<file path="config.mk">
export PLATFORM = sky130hd
export DESIGN_NAME = grid_plane_tessellator_core
export DESIGN_NICKNAME = d
export VERILOG_FILES = /design/src/rtl/gpt_pkg.sv /design/src/rtl/gpt_fifo.sv /design/src/rtl/gpt_div.sv /design/src/rtl/gpt_front.sv /design/src/rtl/gpt_back.sv /design/src/rtl/grid_plane_tessellator_core.sv
export SDC_FILE = /design/constraint.sdc
export NUM_CORES = 2
export LEC_CHECK = 0
export ABC_AREA = 0
export BUFFER_PORTS_ARGS = -buffer_cell sky130_fd_sc_hd__buf_4
export CAP_MARGIN = 20
export CORE_MARGIN = 10
export CORE_UTILIZATION = 58
export DETAILED_ROUTE_END_ITERATION = 8
export GPL_TIMING_DRIVEN = 0
export PLACE_DENSITY = 0.83
export SLEW_MARGIN = 15
export SYNTH_ARGS = -nofsm -noshare
export SYNTH_HDL_FRONTEND = slang
export SYNTH_HIERARCHICAL = 1
export SYNTH_SLANG_ARGS = --single-unit
</file>
<file path="constraint.sdc">
create_clock -name clock -period 7.78 [get_ports clock]
set_input_delay 0.389 -clock clock [delete_from_list [all_inputs] [get_ports clock]]
set_output_delay 0.389 -clock clock [all_outputs]
set_load 0.02 [all_outputs]
</file>
<file path="src/rtl/gpt_pkg.sv">
`timescale 1ns / 1ps
`default_nettype none
package gpt_pkg;
   localparam int IDX_W      = 16;
   localparam int POS_W      = 34;
   localparam int TEX_W      = 17;
   localparam int FRAC_W     = 16;
   localparam int CFG_GRID_W = 9;
   localparam int CSR_IDX_W  = 3;
   localparam int CSR_DATA_W = 16;

   localparam logic OP_VERTEX = 1'b0;
   localparam logic OP_QUAD   = 1'b1;

   localparam logic [CSR_IDX_W-1:0] REG_GRID_COLS = 3'd0;
   localparam logic [CSR_IDX_W-1:0] REG_GRID_ROWS = 3'd1;
   localparam logic [CSR_IDX_W-1:0] REG_ORIGIN_X  = 3'd2;
   localparam logic [CSR_IDX_W-1:0] REG_ORIGIN_Y  = 3'd3;
   localparam logic [CSR_IDX_W-1:0] REG_EXTENT_X  = 3'd4;
   localparam logic [CSR_IDX_W-1:0] REG_EXTENT_Y  = 3'd5;

   typedef struct packed {
      logic             opcode;
      logic [IDX_W-1:0] item_index;
      logic             in_range;
   } cmd_type;

   typedef struct packed {
      logic                    valid_res;
      logic signed [POS_W-1:0] vert_x;
      logic signed [POS_W-1:0] vert_y;
      logic [TEX_W-1:0]        tex_u;
      logic [TEX_W-1:0]        tex_v;
      logic [IDX_W-1:0]        tri_a;
      logic [IDX_W-1:0]        tri_b;
      logic [IDX_W-1:0]        tri_c;
      logic                    last;
   } res_type;
endpackage
`default_nettype wire

</file>
<file path="src/rtl/gpt_fifo.sv">
`timescale 1ns / 1ps
`default_nettype none
module gpt_fifo #(
   parameter int WIDTH = 8,
   parameter int DEPTH = 2
) (
   input  wire logic             clock,
   input  wire logic             reset,
   input  wire logic             push,
   input  wire logic [WIDTH-1:0] din,
   output logic                  full,
   input  wire logic             pop,
   output logic [WIDTH-1:0]      dout,
   output logic                  empty
);
   localparam int PW = (DEPTH > 1) ? $clog2(DEPTH) : 1;
   localparam int CW = $clog2(DEPTH + 1);

   logic [WIDTH-1:0] mem_ff [DEPTH];
   logic [PW-1:0]    wr_ff, wr_in, rd_ff, rd_in;
   logic [CW-1:0]    cnt_ff, cnt_in;
   logic             do_push, do_pop;

   assign full    = (cnt_ff == CW'(DEPTH));
   assign empty   = (cnt_ff == '0);
   assign do_push = push && !full;
   assign do_pop  = pop && !empty;
   assign dout    = mem_ff[rd_ff];

   always_comb begin
      wr_in  = wr_ff;
      rd_in  = rd_ff;
      cnt_in = cnt_ff;
      if (do_push) wr_in = (wr_ff == PW'(DEPTH - 1)) ? '0 : wr_ff + 1'b1;
      if (do_pop)  rd_in = (rd_ff == PW'(DEPTH - 1)) ? '0 : rd_ff + 1'b1;
      if (do_push && !do_pop) cnt_in = cnt_ff + 1'b1;
      else if (do_pop && !do_push) cnt_in = cnt_ff - 1'b1;
   end

   always_ff @(posedge clock) begin
      if (reset) begin
         wr_ff  <= '0;
         rd_ff  <= '0;
         cnt_ff <= '0;
      end else begin
         wr_ff  <= wr_in;
         rd_ff  <= rd_in;
         cnt_ff <= cnt_in;
      end
      if (do_push) mem_ff[wr_ff] <= din;
   end

   a_count_bound: assert property (@(posedge clock) disable iff (reset)
      cnt_ff <= CW'(DEPTH)) else $error("fifo count overflow");
   a_push_grows: assert property (@(posedge clock) disable iff (reset)
      (do_push && !do_pop) |=> cnt_ff == $past(cnt_ff) + 1'b1)
      else $error("fifo count did not grow on push");
   a_pop_shrinks: assert property (@(posedge clock) disable iff (reset)
      (do_pop && !do_push) |=> cnt_ff == $past(cnt_ff) - 1'b1)
      else $error("fifo count did not shrink on pop");
endmodule
`default_nettype wire

</file>
<file path="src/rtl/gpt_div.sv">
`timescale 1ns / 1ps
`default_nettype none
module gpt_div #(
   parameter int NW = 16,
   parameter int DW = 9
) (
   input  wire logic          clock,
   input  wire logic          reset,
   input  wire logic          start,
   input  wire logic [NW-1:0] num,
   input  wire logic [DW-1:0] den,
   output logic [NW-1:0]      quo,
   output logic [DW-1:0]      rem,
   output logic               done
);
   localparam int CW = $clog2(NW);

   logic [DW-1:0] acc_ff, acc_in;
   logic [NW-1:0] quo_ff, quo_in;
   logic [CW-1:0] cnt_ff, cnt_in;
   logic          busy_ff, busy_in, done_ff, done_in;
   logic [DW:0]   trial, diff;
   logic          fits;

   // one quotient bit per cycle, restoring
   assign trial = {acc_ff, quo_ff[NW-1]};
   assign fits  = (trial >= {1'b0, den});
   assign diff  = trial - {1'b0, den};

   always_comb begin
      acc_in  = acc_ff;
      quo_in  = quo_ff;
      cnt_in  = cnt_ff;
      busy_in = busy_ff;
      done_in = 1'b0;
      if (start) begin
         acc_in  = '0;
         quo_in  = num;
         cnt_in  = '0;
         busy_in = 1'b1;
      end else if (busy_ff) begin
         acc_in = fits ? diff[DW-1:0] : trial[DW-1:0];
         quo_in = {quo_ff[NW-2:0], fits};
         cnt_in = cnt_ff + 1'b1;
         if (cnt_ff == CW'(NW - 1)) begin
            busy_in = 1'b0;
            done_in = 1'b1;
         end
      end
   end

   always_ff @(posedge clock) begin
      if (reset) begin
         busy_ff <= 1'b0;
         done_ff <= 1'b0;
         cnt_ff  <= '0;
      end else begin
         busy_ff <= busy_in;
         done_ff <= done_in;
         cnt_ff  <= cnt_in;
      end
      acc_ff <= acc_in;
      quo_ff <= quo_in;
   end

   assign quo  = quo_ff;
   assign rem  = acc_ff;
   assign done = done_ff;

   a_done_after_busy: assert property (@(posedge clock) disable iff (reset)
      done_ff |-> $past(busy_ff) && !busy_ff) else $error("done without run");
   a_no_restart: assert property (@(posedge clock) disable iff (reset)
      start |-> !busy_ff) else $error("divider restarted while busy");
   a_rem_small: assert property (@(posedge clock) disable iff (reset)
      done_ff |-> acc_ff < den) else $error("remainder not below divisor");
endmodule
`default_nettype wire

</file>
<file path="src/rtl/gpt_front.sv">
`timescale 1ns / 1ps
`default_nettype none
module gpt_front #(
   parameter int GW = 9
) (
   input  wire logic                      req_opcode,
   input  wire logic [gpt_pkg::IDX_W-1:0] req_item_index,
   input  wire logic [GW-1:0]             cols,
   input  wire logic [GW-1:0]             rows,
   output gpt_pkg::cmd_type               cmd
);
   import gpt_pkg::*;

   logic [2*GW-1:0] n_vert, n_quad, limit;

   // classify: range check against vertex or quad count
   assign n_vert = cols * rows;
   assign n_quad = (cols - 1'b1) * (rows - 1'b1);
   assign limit  = (req_opcode == OP_QUAD) ? n_quad : n_vert;

   always_comb begin
      cmd.opcode     = req_opcode;
      cmd.item_index = req_item_index;
      if (2 * GW >= IDX_W)
         cmd.in_range = (((2 * GW + 1))'(req_item_index) < ((2 * GW + 1))'(limit));
      else
         cmd.in_range = ((IDX_W + 1)'(req_item_index) < (IDX_W + 1)'(limit));
   end
endmodule
`default_nettype wire

</file>
<file path="src/rtl/gpt_back.sv">
`timescale 1ns / 1ps
`default_nettype none
module gpt_back #(
   parameter int GW = 9
) (
   input  wire logic                           clock,
   input  wire logic                           reset,
   input  wire logic [GW-1:0]                  cols,
   input  wire logic [GW-1:0]                  rows,
   input  wire logic [gpt_pkg::CSR_DATA_W-1:0] origin_x,
   input  wire logic [gpt_pkg::CSR_DATA_W-1:0] origin_y,
   input  wire logic [gpt_pkg::CSR_DATA_W-1:0] extent_x,
   input  wire logic [gpt_pkg::CSR_DATA_W-1:0] extent_y,
   input  wire gpt_pkg::cmd_type               cmd,
   input  wire logic                           cmd_empty,
   output logic                                cmd_pop,
   output gpt_pkg::res_type                    res,
   input  wire logic                           res_full,
   output logic                                res_push
);
   import gpt_pkg::*;

   localparam int PW = GW + CSR_DATA_W;
   localparam int XW = PW + FRAC_W;
   localparam int UW = GW + FRAC_W;

   typedef enum logic [6:0] {
      ST_IDLE  = 7'b0000001,
      ST_DIVI  = 7'b0000010,
      ST_MUL   = 7'b0000100,
      ST_LOADP = 7'b0001000,
      ST_WAITP = 7'b0010000,
      ST_EMIT0 = 7'b0100000,
      ST_EMIT1 = 7'b1000000
   } state_type;

   state_type        state_ff, state_in;
   logic             op_ff, ok_ff;
   logic [GW-1:0]    cs, rs, den_i;
   logic [GW-1:0]    col_ff, row_ff;
   logic [PW-1:0]    px_ff, py_ff;
   logic [IDX_W-1:0] lt_ff;
   logic [IDX_W-1:0] qi;
   logic [GW-1:0]    ri;
   logic             di_done, dx_done;
   logic             start_i, start_p;
   logic [XW-1:0]    qx, qy;
   logic [UW-1:0]    qu, qv;
   logic [GW-1:0]    unused_rx, unused_ry, unused_ru, unused_rv;
   logic             unused_dy, unused_du, unused_dv;
   logic [IDX_W-1:0] lb, rt;
   logic [POS_W-1:0] base_x, base_y;

   assign cs    = cols - 1'b1;
   assign rs    = rows - 1'b1;
   assign den_i = (op_ff == OP_QUAD) ? cs : cols;

   assign cmd_pop = (state_ff == ST_IDLE) && !cmd_empty;
   assign start_i = cmd_pop && cmd.in_range;
   assign start_p = (state_ff == ST_LOADP);

   gpt_div #(.NW(IDX_W), .DW(GW)) u_div_idx (
      .clock, .reset, .start(start_i), .num(cmd.item_index), .den(den_i),
      .quo(qi), .rem(ri), .done(di_done));
   gpt_div #(.NW(XW), .DW(GW)) u_div_x (
      .clock, .reset, .start(start_p), .num({px_ff, FRAC_W'(0)}), .den(cs),
      .quo(qx), .rem(unused_rx), .done(dx_done));
   gpt_div #(.NW(XW), .DW(GW)) u_div_y (
      .clock, .reset, .start(start_p), .num({py_ff, FRAC_W'(0)}), .den(rs),
      .quo(qy), .rem(unused_ry), .done(unused_dy));
   gpt_div #(.NW(UW), .DW(GW)) u_div_u (
      .clock, .reset, .start(start_p), .num({col_ff, FRAC_W'(0)}), .den(cs),
      .quo(qu), .rem(unused_ru), .done(unused_du));
   gpt_div #(.NW(UW), .DW(GW)) u_div_v (
      .clock, .reset, .start(start_p), .num({row_ff, FRAC_W'(0)}), .den(rs),
      .quo(qv), .rem(unused_rv), .done(unused_dv));

   always_comb begin
      state_in = state_ff;
      unique case (state_ff)
         ST_IDLE:  if (!cmd_empty) state_in = cmd.in_range ? ST_DIVI : ST_EMIT1;
         ST_DIVI:  if (di_done) state_in = ST_MUL;
         ST_MUL:   state_in = (op_ff == OP_QUAD) ? ST_EMIT0 : ST_LOADP;
         ST_LOADP: state_in = ST_WAITP;
         ST_WAITP: if (dx_done) state_in = ST_EMIT1;
         ST_EMIT0: if (!res_full) state_in = ST_EMIT1;
         ST_EMIT1: if (!res_full) state_in = ST_IDLE;
         default:  state_in = ST_IDLE;
      endcase
   end

   always_ff @(posedge clock) begin
      if (reset) state_ff <= ST_IDLE;
      else       state_ff <= state_in;
      if (cmd_pop) begin
         op_ff <= cmd.opcode;
         ok_ff <= cmd.in_range;
      end
      if (state_ff == ST_DIVI && di_done) begin
         col_ff <= ri;
         row_ff <= qi[GW-1:0];
      end
      if (state_ff == ST_MUL) begin
         px_ff <= col_ff * extent_x;
         py_ff <= row_ff * extent_y;
      end
      // quad corner: quad row times column count plus quad column
      if (state_ff == ST_DIVI && di_done)
         lt_ff <= IDX_W'(qi * cols + IDX_W'(ri));
   end

   assign rt     = lt_ff + 1'b1;
   assign lb     = lt_ff + IDX_W'(cols);
   assign base_x = {{(POS_W-CSR_DATA_W-FRAC_W){origin_x[CSR_DATA_W-1]}}, origin_x,
                    FRAC_W'(0)};
   assign base_y = {{(POS_W-CSR_DATA_W-FRAC_W){origin_y[CSR_DATA_W-1]}}, origin_y,
                    FRAC_W'(0)};

   always_comb begin
      res = '0;
      res.last = (state_ff == ST_EMIT1);
      if (state_ff == ST_EMIT0) begin
         res.valid_res = 1'b1;
         res.tri_a     = lt_ff;
         res.tri_b     = rt;
         res.tri_c     = lb;
      end else if (ok_ff && op_ff == OP_QUAD) begin
         res.valid_res = 1'b1;
         res.tri_a     = lb;
         res.tri_b     = rt;
         res.tri_c     = lb + 1'b1;
      end else if (ok_ff) begin
         res.valid_res = 1'b1;
         res.vert_x    = base_x + POS_W'(qx[2*FRAC_W-1:0]);
         res.vert_y    = base_y + POS_W'(qy[2*FRAC_W-1:0]);
         res.tex_u     = qu[TEX_W-1:0];
         res.tex_v     = qv[TEX_W-1:0];
      end
   end

   assign res_push = (state_ff == ST_EMIT0 || state_ff == ST_EMIT1) && !res_full;

   a_pop_idle: assert property (@(posedge clock) disable iff (reset)
      cmd_pop |=> state_ff != ST_IDLE) else $error("pop did not start work");
   a_first_tri: assert property (@(posedge clock) disable iff (reset)
      (res_push && !res.last) |=> state_ff == ST_EMIT1)
      else $error("first triangle not followed by second");
   a_range_path: assert property (@(posedge clock) disable iff (reset)
      (cmd_pop && !cmd.in_range) |=> state_ff == ST_EMIT1)
      else $error("out of range item took divide path");
endmodule
`default_nettype wire

</file>
<file path="src/rtl/grid_plane_tessellator_core.sv">
`timescale 1ns / 1ps
`default_nettype none
// grid plane tessellator
// input queue: drive req_opcode / req_item_index and raise req_push; the item
// transfers on a clock edge with req_push high and req_full low.
// result queue: while rsp_empty is low the oldest result is on the rsp_ ports;
// raise rsp_pop to transfer it. a quad request yields two results (last low,
// then last high); a vertex request or an out-of-range index yields one.
// csr_we writes csr_wdata into register csr_index at the clock edge; write
// only while no transfer is outstanding.
// timing: a two-entry command queue sits in front of the sequencer, so items
// are taken while earlier ones are in work. an in-range item runs a serial
// index divide; a vertex then runs position and texture divides, one
// quotient bit a cycle. those serial dividers set the rate, and the
// command and result queues add to the latency. when rsp_pop is held low
// the result queue fills, the sequencer waits, then the command queue fills
// and req_full rises; nothing is dropped.
// reset: queues empty, cols and rows 2, origin and extent 0.
module grid_plane_tessellator_core #(
   parameter int GRID_MAX = 256
) (
   input  wire logic                           clock,
   input  wire logic                           reset,
   input  wire logic                           req_push,
   output logic                                req_full,
   input  wire logic                           req_opcode,
   input  wire logic [gpt_pkg::IDX_W-1:0]      req_item_index,
   output logic                                rsp_empty,
   input  wire logic                           rsp_pop,
   output logic                                rsp_valid_res,
   output logic signed [gpt_pkg::POS_W-1:0]    rsp_vert_x,
   output logic signed [gpt_pkg::POS_W-1:0]    rsp_vert_y,
   output logic [gpt_pkg::TEX_W-1:0]           rsp_tex_u,
   output logic [gpt_pkg::TEX_W-1:0]           rsp_tex_v,
   output logic [gpt_pkg::IDX_W-1:0]           rsp_tri_a,
   output logic [gpt_pkg::IDX_W-1:0]           rsp_tri_b,
   output logic [gpt_pkg::IDX_W-1:0]           rsp_tri_c,
   output logic                                rsp_last,
   input  wire logic                           csr_we,
   input  wire logic [gpt_pkg::CSR_IDX_W-1:0]  csr_index,
   input  wire logic [gpt_pkg::CSR_DATA_W-1:0] csr_wdata
);
   import gpt_pkg::*;

   localparam int GW = $clog2(GRID_MAX + 1);

   logic [CFG_GRID_W-1:0] cols_ff, rows_ff;
   logic [CSR_DATA_W-1:0] org_x_ff, org_y_ff, ext_x_ff, ext_y_ff;
   logic [GW-1:0]         cols, rows;
   cmd_type               cmd_front, cmd_back;
   logic                  cmd_empty, cmd_pop;
   res_type               res_back, res_out;
   logic                  res_full, res_push;

   always_ff @(posedge clock) begin
      if (reset) begin
         cols_ff  <= CFG_GRID_W'(2);
         rows_ff  <= CFG_GRID_W'(2);
         org_x_ff <= '0;
         org_y_ff <= '0;
         ext_x_ff <= '0;
         ext_y_ff <= '0;
      end else if (csr_we) begin
         unique case (csr_index)
            REG_GRID_COLS: cols_ff  <= csr_wdata[CFG_GRID_W-1:0];
            REG_GRID_ROWS: rows_ff  <= csr_wdata[CFG_GRID_W-1:0];
            REG_ORIGIN_X:  org_x_ff <= csr_wdata;
            REG_ORIGIN_Y:  org_y_ff <= csr_wdata;
            REG_EXTENT_X:  ext_x_ff <= csr_wdata;
            REG_EXTENT_Y:  ext_y_ff <= csr_wdata;
            default: ;
         endcase
      end
   end

   // grid size clamped to 2..GRID_MAX
   always_comb begin
      if (cols_ff < CFG_GRID_W'(2))           cols = GW'(2);
      else if (int'(cols_ff) > GRID_MAX)      cols = GW'(GRID_MAX);
      else                                    cols = GW'(cols_ff);
      if (rows_ff < CFG_GRID_W'(2))           rows = GW'(2);
      else if (int'(rows_ff) > GRID_MAX)      rows = GW'(GRID_MAX);
      else                                    rows = GW'(rows_ff);
   end

   gpt_front #(.GW(GW)) u_front (
      .req_opcode, .req_item_index, .cols, .rows, .cmd(cmd_front));

   gpt_fifo #(.WIDTH($bits(cmd_type)), .DEPTH(2)) u_cmd_q (
      .clock, .reset, .push(req_push), .din(cmd_front), .full(req_full),
      .pop(cmd_pop), .dout(cmd_back), .empty(cmd_empty));

   gpt_back #(.GW(GW)) u_back (
      .clock, .reset, .cols, .rows,
      .origin_x(org_x_ff), .origin_y(org_y_ff),
      .extent_x(ext_x_ff), .extent_y(ext_y_ff),
      .cmd(cmd_back), .cmd_empty, .cmd_pop,
      .res(res_back), .res_full, .res_push);

   gpt_fifo #(.WIDTH($bits(res_type)), .DEPTH(2)) u_res_q (
      .clock, .reset, .push(res_push), .din(res_back), .full(res_full),
      .pop(rsp_pop), .dout(res_out), .empty(rsp_empty));

   assign rsp_valid_res = res_out.valid_res;
   assign rsp_vert_x    = res_out.vert_x;
   assign rsp_vert_y    = res_out.vert_y;
   assign rsp_tex_u     = res_out.tex_u;
   assign rsp_tex_v     = res_out.tex_v;
   assign rsp_tri_a     = res_out.tri_a;
   assign rsp_tri_b     = res_out.tri_b;
   assign rsp_tri_c     = res_out.tri_c;
   assign rsp_last      = res_out.last;
endmodule
`default_nettype wire
</file>
==> impl_metrics.json <==
{
  "cp.required_ns": 8.17,
  "synth_area_mm2": 0.0549,
  "fp.dieH_um": 328,
  "rsz0062_at_grt": "yes",
  "dp_cells": 6562,
  "pre_cts_ws_ns": -1.68,
  "vdd.ir_drop.worst_mv": 0.187,
  "post-dp-hpwl_um": 99800,
  "hold_viol": 0,
  "diodes": 0,
  "grt_pass1_wl_um": 214000,
  "total_leakage_power_nw": 27.0,
  "outcome": "finished, violations left",
  "ios": 195,
  "initial_utilization_pct": 58.6,
  "vias": 38900,
  "fin_crit_ns": 8.36,
  "clkTransAtPathRegs_ns": 0.06,
  "drc_errors": 0,
  "cts_tree": "built",
  "drt.antenna.violating_nets": 0,
  "wl_per_cell_um": 19.9,
  "gp_congestion": 0.928,
  "clock_sinks": 751,
  "grt_pass1_vias": 39700,
  "setup_viol": 2,
  "seq_area_mm2": 0.0208,
  "slowest_delay_ns": 0.54,
  "setup.worst_path.class": "flop to flop",
  "worstMarginPinSlew_ns": 1.05,
  "die_area_mm2": 0.107,
  "avgSynthCellArea_um2": 10.9,
  "cts_max_level": 3,
  "antenna_found_initial": 5,
  "critical_path.slowest_cell": "or4_4",
  "dr.pass1.iters": 6,
  "wl_um": 135000,
  "die_x_um": 328,
  "port_buffers": 193,
  "critPathMostFrequentCell": "fa_1",
  "yosysWarnings": 6,
  "cts_buffers": 81,
  "hold_class": "input pin to flop",
  "insertion_delay_ns": 0.67,
  "finalNonFillerCells": 6780,
  "cts_root_buf": "clkbuf_16",
  "place_area_mm2": 0.0585,
  "num_rows": 112,
  "arrival_ns": 8.75,
  "grt_usage_pct": 24.7,
  "relSlewSlack_pct": 29.6,
  "clk_path_buf_depth": 3,
  "grt_max_degree": 79,
  "slew_violations": 0,
  "path_max_fanout": 4,
  "fin_skew_ns": 0.0361,
  "clock.fmax_ghz": 0.120,
  "core_area_mm2": 0.0936,
  "cap_violations": 0,
  "fin_nets": 6242,
  "multiInputGateArea_mm2": 0.0314,
  "violations": "setup timing",
  "n_fill_cell": 6798,
  "grt_overflow": 0,
  "fin_ws_ns": -0.580,
  "drt_iter0_drc": 3376,
  "syn_inst": 5033,
  "syn_to_final_growth_pct": 13.7,
  "fin_crit_sh_pct": 107,
  "viasPerCell": 5.73,
  "cp-start-kind": "flop",
  "cp-end-kind": "flop",
  "postLayoutCellArea_mm2": 0.0624,
  "drive_gt1_share_pct": 17.4,
  "power_density_mw_per_mm2": 216
}
-- cell type report --
class                      instances  area share, %
buffer                           220           1.86
multi-input combinational       3475           50.4
timing repair buffer             286           3.72
sequential                       751           33.3
inverter                         646           3.91
clock inverter                    43          0.776
clock buffer                     105           3.54
tap                             1254           2.51
-- final timing paths --
kind                          from                    end  slack [ns]  depth (start not counted)
max reg2reg             cols_ff[1]   u_cmd_q/mem_ff[1][0]       -0.58                         38
max                     cols_ff[1]   u_cmd_q/mem_ff[1][0]       -0.58                         38
min              req_item_index[2]   u_cmd_q/mem_ff[0][3]        0.04                          2
min reg2reg  u_back/u_div_y/rem[8]  u_back/u_div_y/rem[8]        0.46                          2
-- registers in the layout (all words and copies together) (netlist names), 16 cells and up, named ones only --
| name | flops |
|---|---|
| u_back/u_div_u/quo | 25 |
| u_back/py_ff | 25 |
| u_cmd_q/mem_ff | 36 |
| org_x_ff | 16 |
| u_back/u_div_v/quo | 25 |
| u_back/lt_ff | 16 |
| u_res_q/mem_ff | 304 |
| ext_x_ff | 16 |
| u_back/u_div_y/quo | 41 |
| u_back/u_div_idx/quo | 16 |
| ext_y_ff | 16 |
| u_back/px_ff | 25 |
| u_back/u_div_x/quo | 41 |
| org_y_ff | 16 |
-- layout by cell type, fill, tap and decap left out, types with 158 or more instances in the layout --
| cell type | instances |
|---|---|
| ha_1 | 320 |
| edfxtp_1 | 574 |
| and2_1 | 233 |
| clkbuf_1 | 158 |
| fa_1 | 407 |
| inv_1 | 629 |
| buf_4 | 278 |
| nor2_1 | 285 |
| dfxtp_1 | 172 |
| nand2_1 | 436 |
| mux2_2 | 236 |
-- routing by layer --
layer	vias up	track usage [%]	share of wire, %
met5	-	0	0.019
met4	4	11.1	4.7
met3	334	4.25	7.8
met2	1547	40.9	48
met1	19200	31.8	40
li1	17800	-	-
-- critical path, delay by kind of cell (launching register included) --
kind	cells	cell delay (ns)
xor gates and xnor gates	2	0.40
buffers and inverters	8	0.61
DFF	1	0.34
and+or+nand+nor	9	1.52
adders and majority gates	8	3.30
AOI/OAI and AO/OA	11	1.87
-- what timing repair did --
| action | in CTS | in global routing |
|---|---|---|
| endpoints found under the setup margin | 2 | 2 |
| endpoints found under the hold margin | 30 | 0 |
| hold buffers | 15 | 0 |
| setup buffers | 44 | 13 |
| pin swaps | 38 | 42 |
| gates resized for setup | 87 | 29 |
-- per-stage QoR --
stage	hold slack (ns)	util, %	power [mW]	setup TNS [ns]
2_1_floorplan	0.426	-	8.25	0
3_3_place_gp	0.439	62.2	9.49	-71.60
3_5_place_dp	0.452	62.5	9.60	-3.37
4_1_cts	0.00566	66.4	13.5	-0.786
5_1_grt	0.0260	66.7	14.2	-1.50
6_report	0.0386	66.7	13.5	-1.16
-- power breakdown --
group          leakage (nW)  switching, mW  total [mW]  internal [mW]
Sequential             6.70          0.270        5.05           4.78
Clock                  1.29           1.66        3.86           2.20
Combinational          19.1           2.65        4.58           1.93
Total                  27.0           4.58        13.5           8.91
Note: power is estimated with default switching activity, not from simulation.
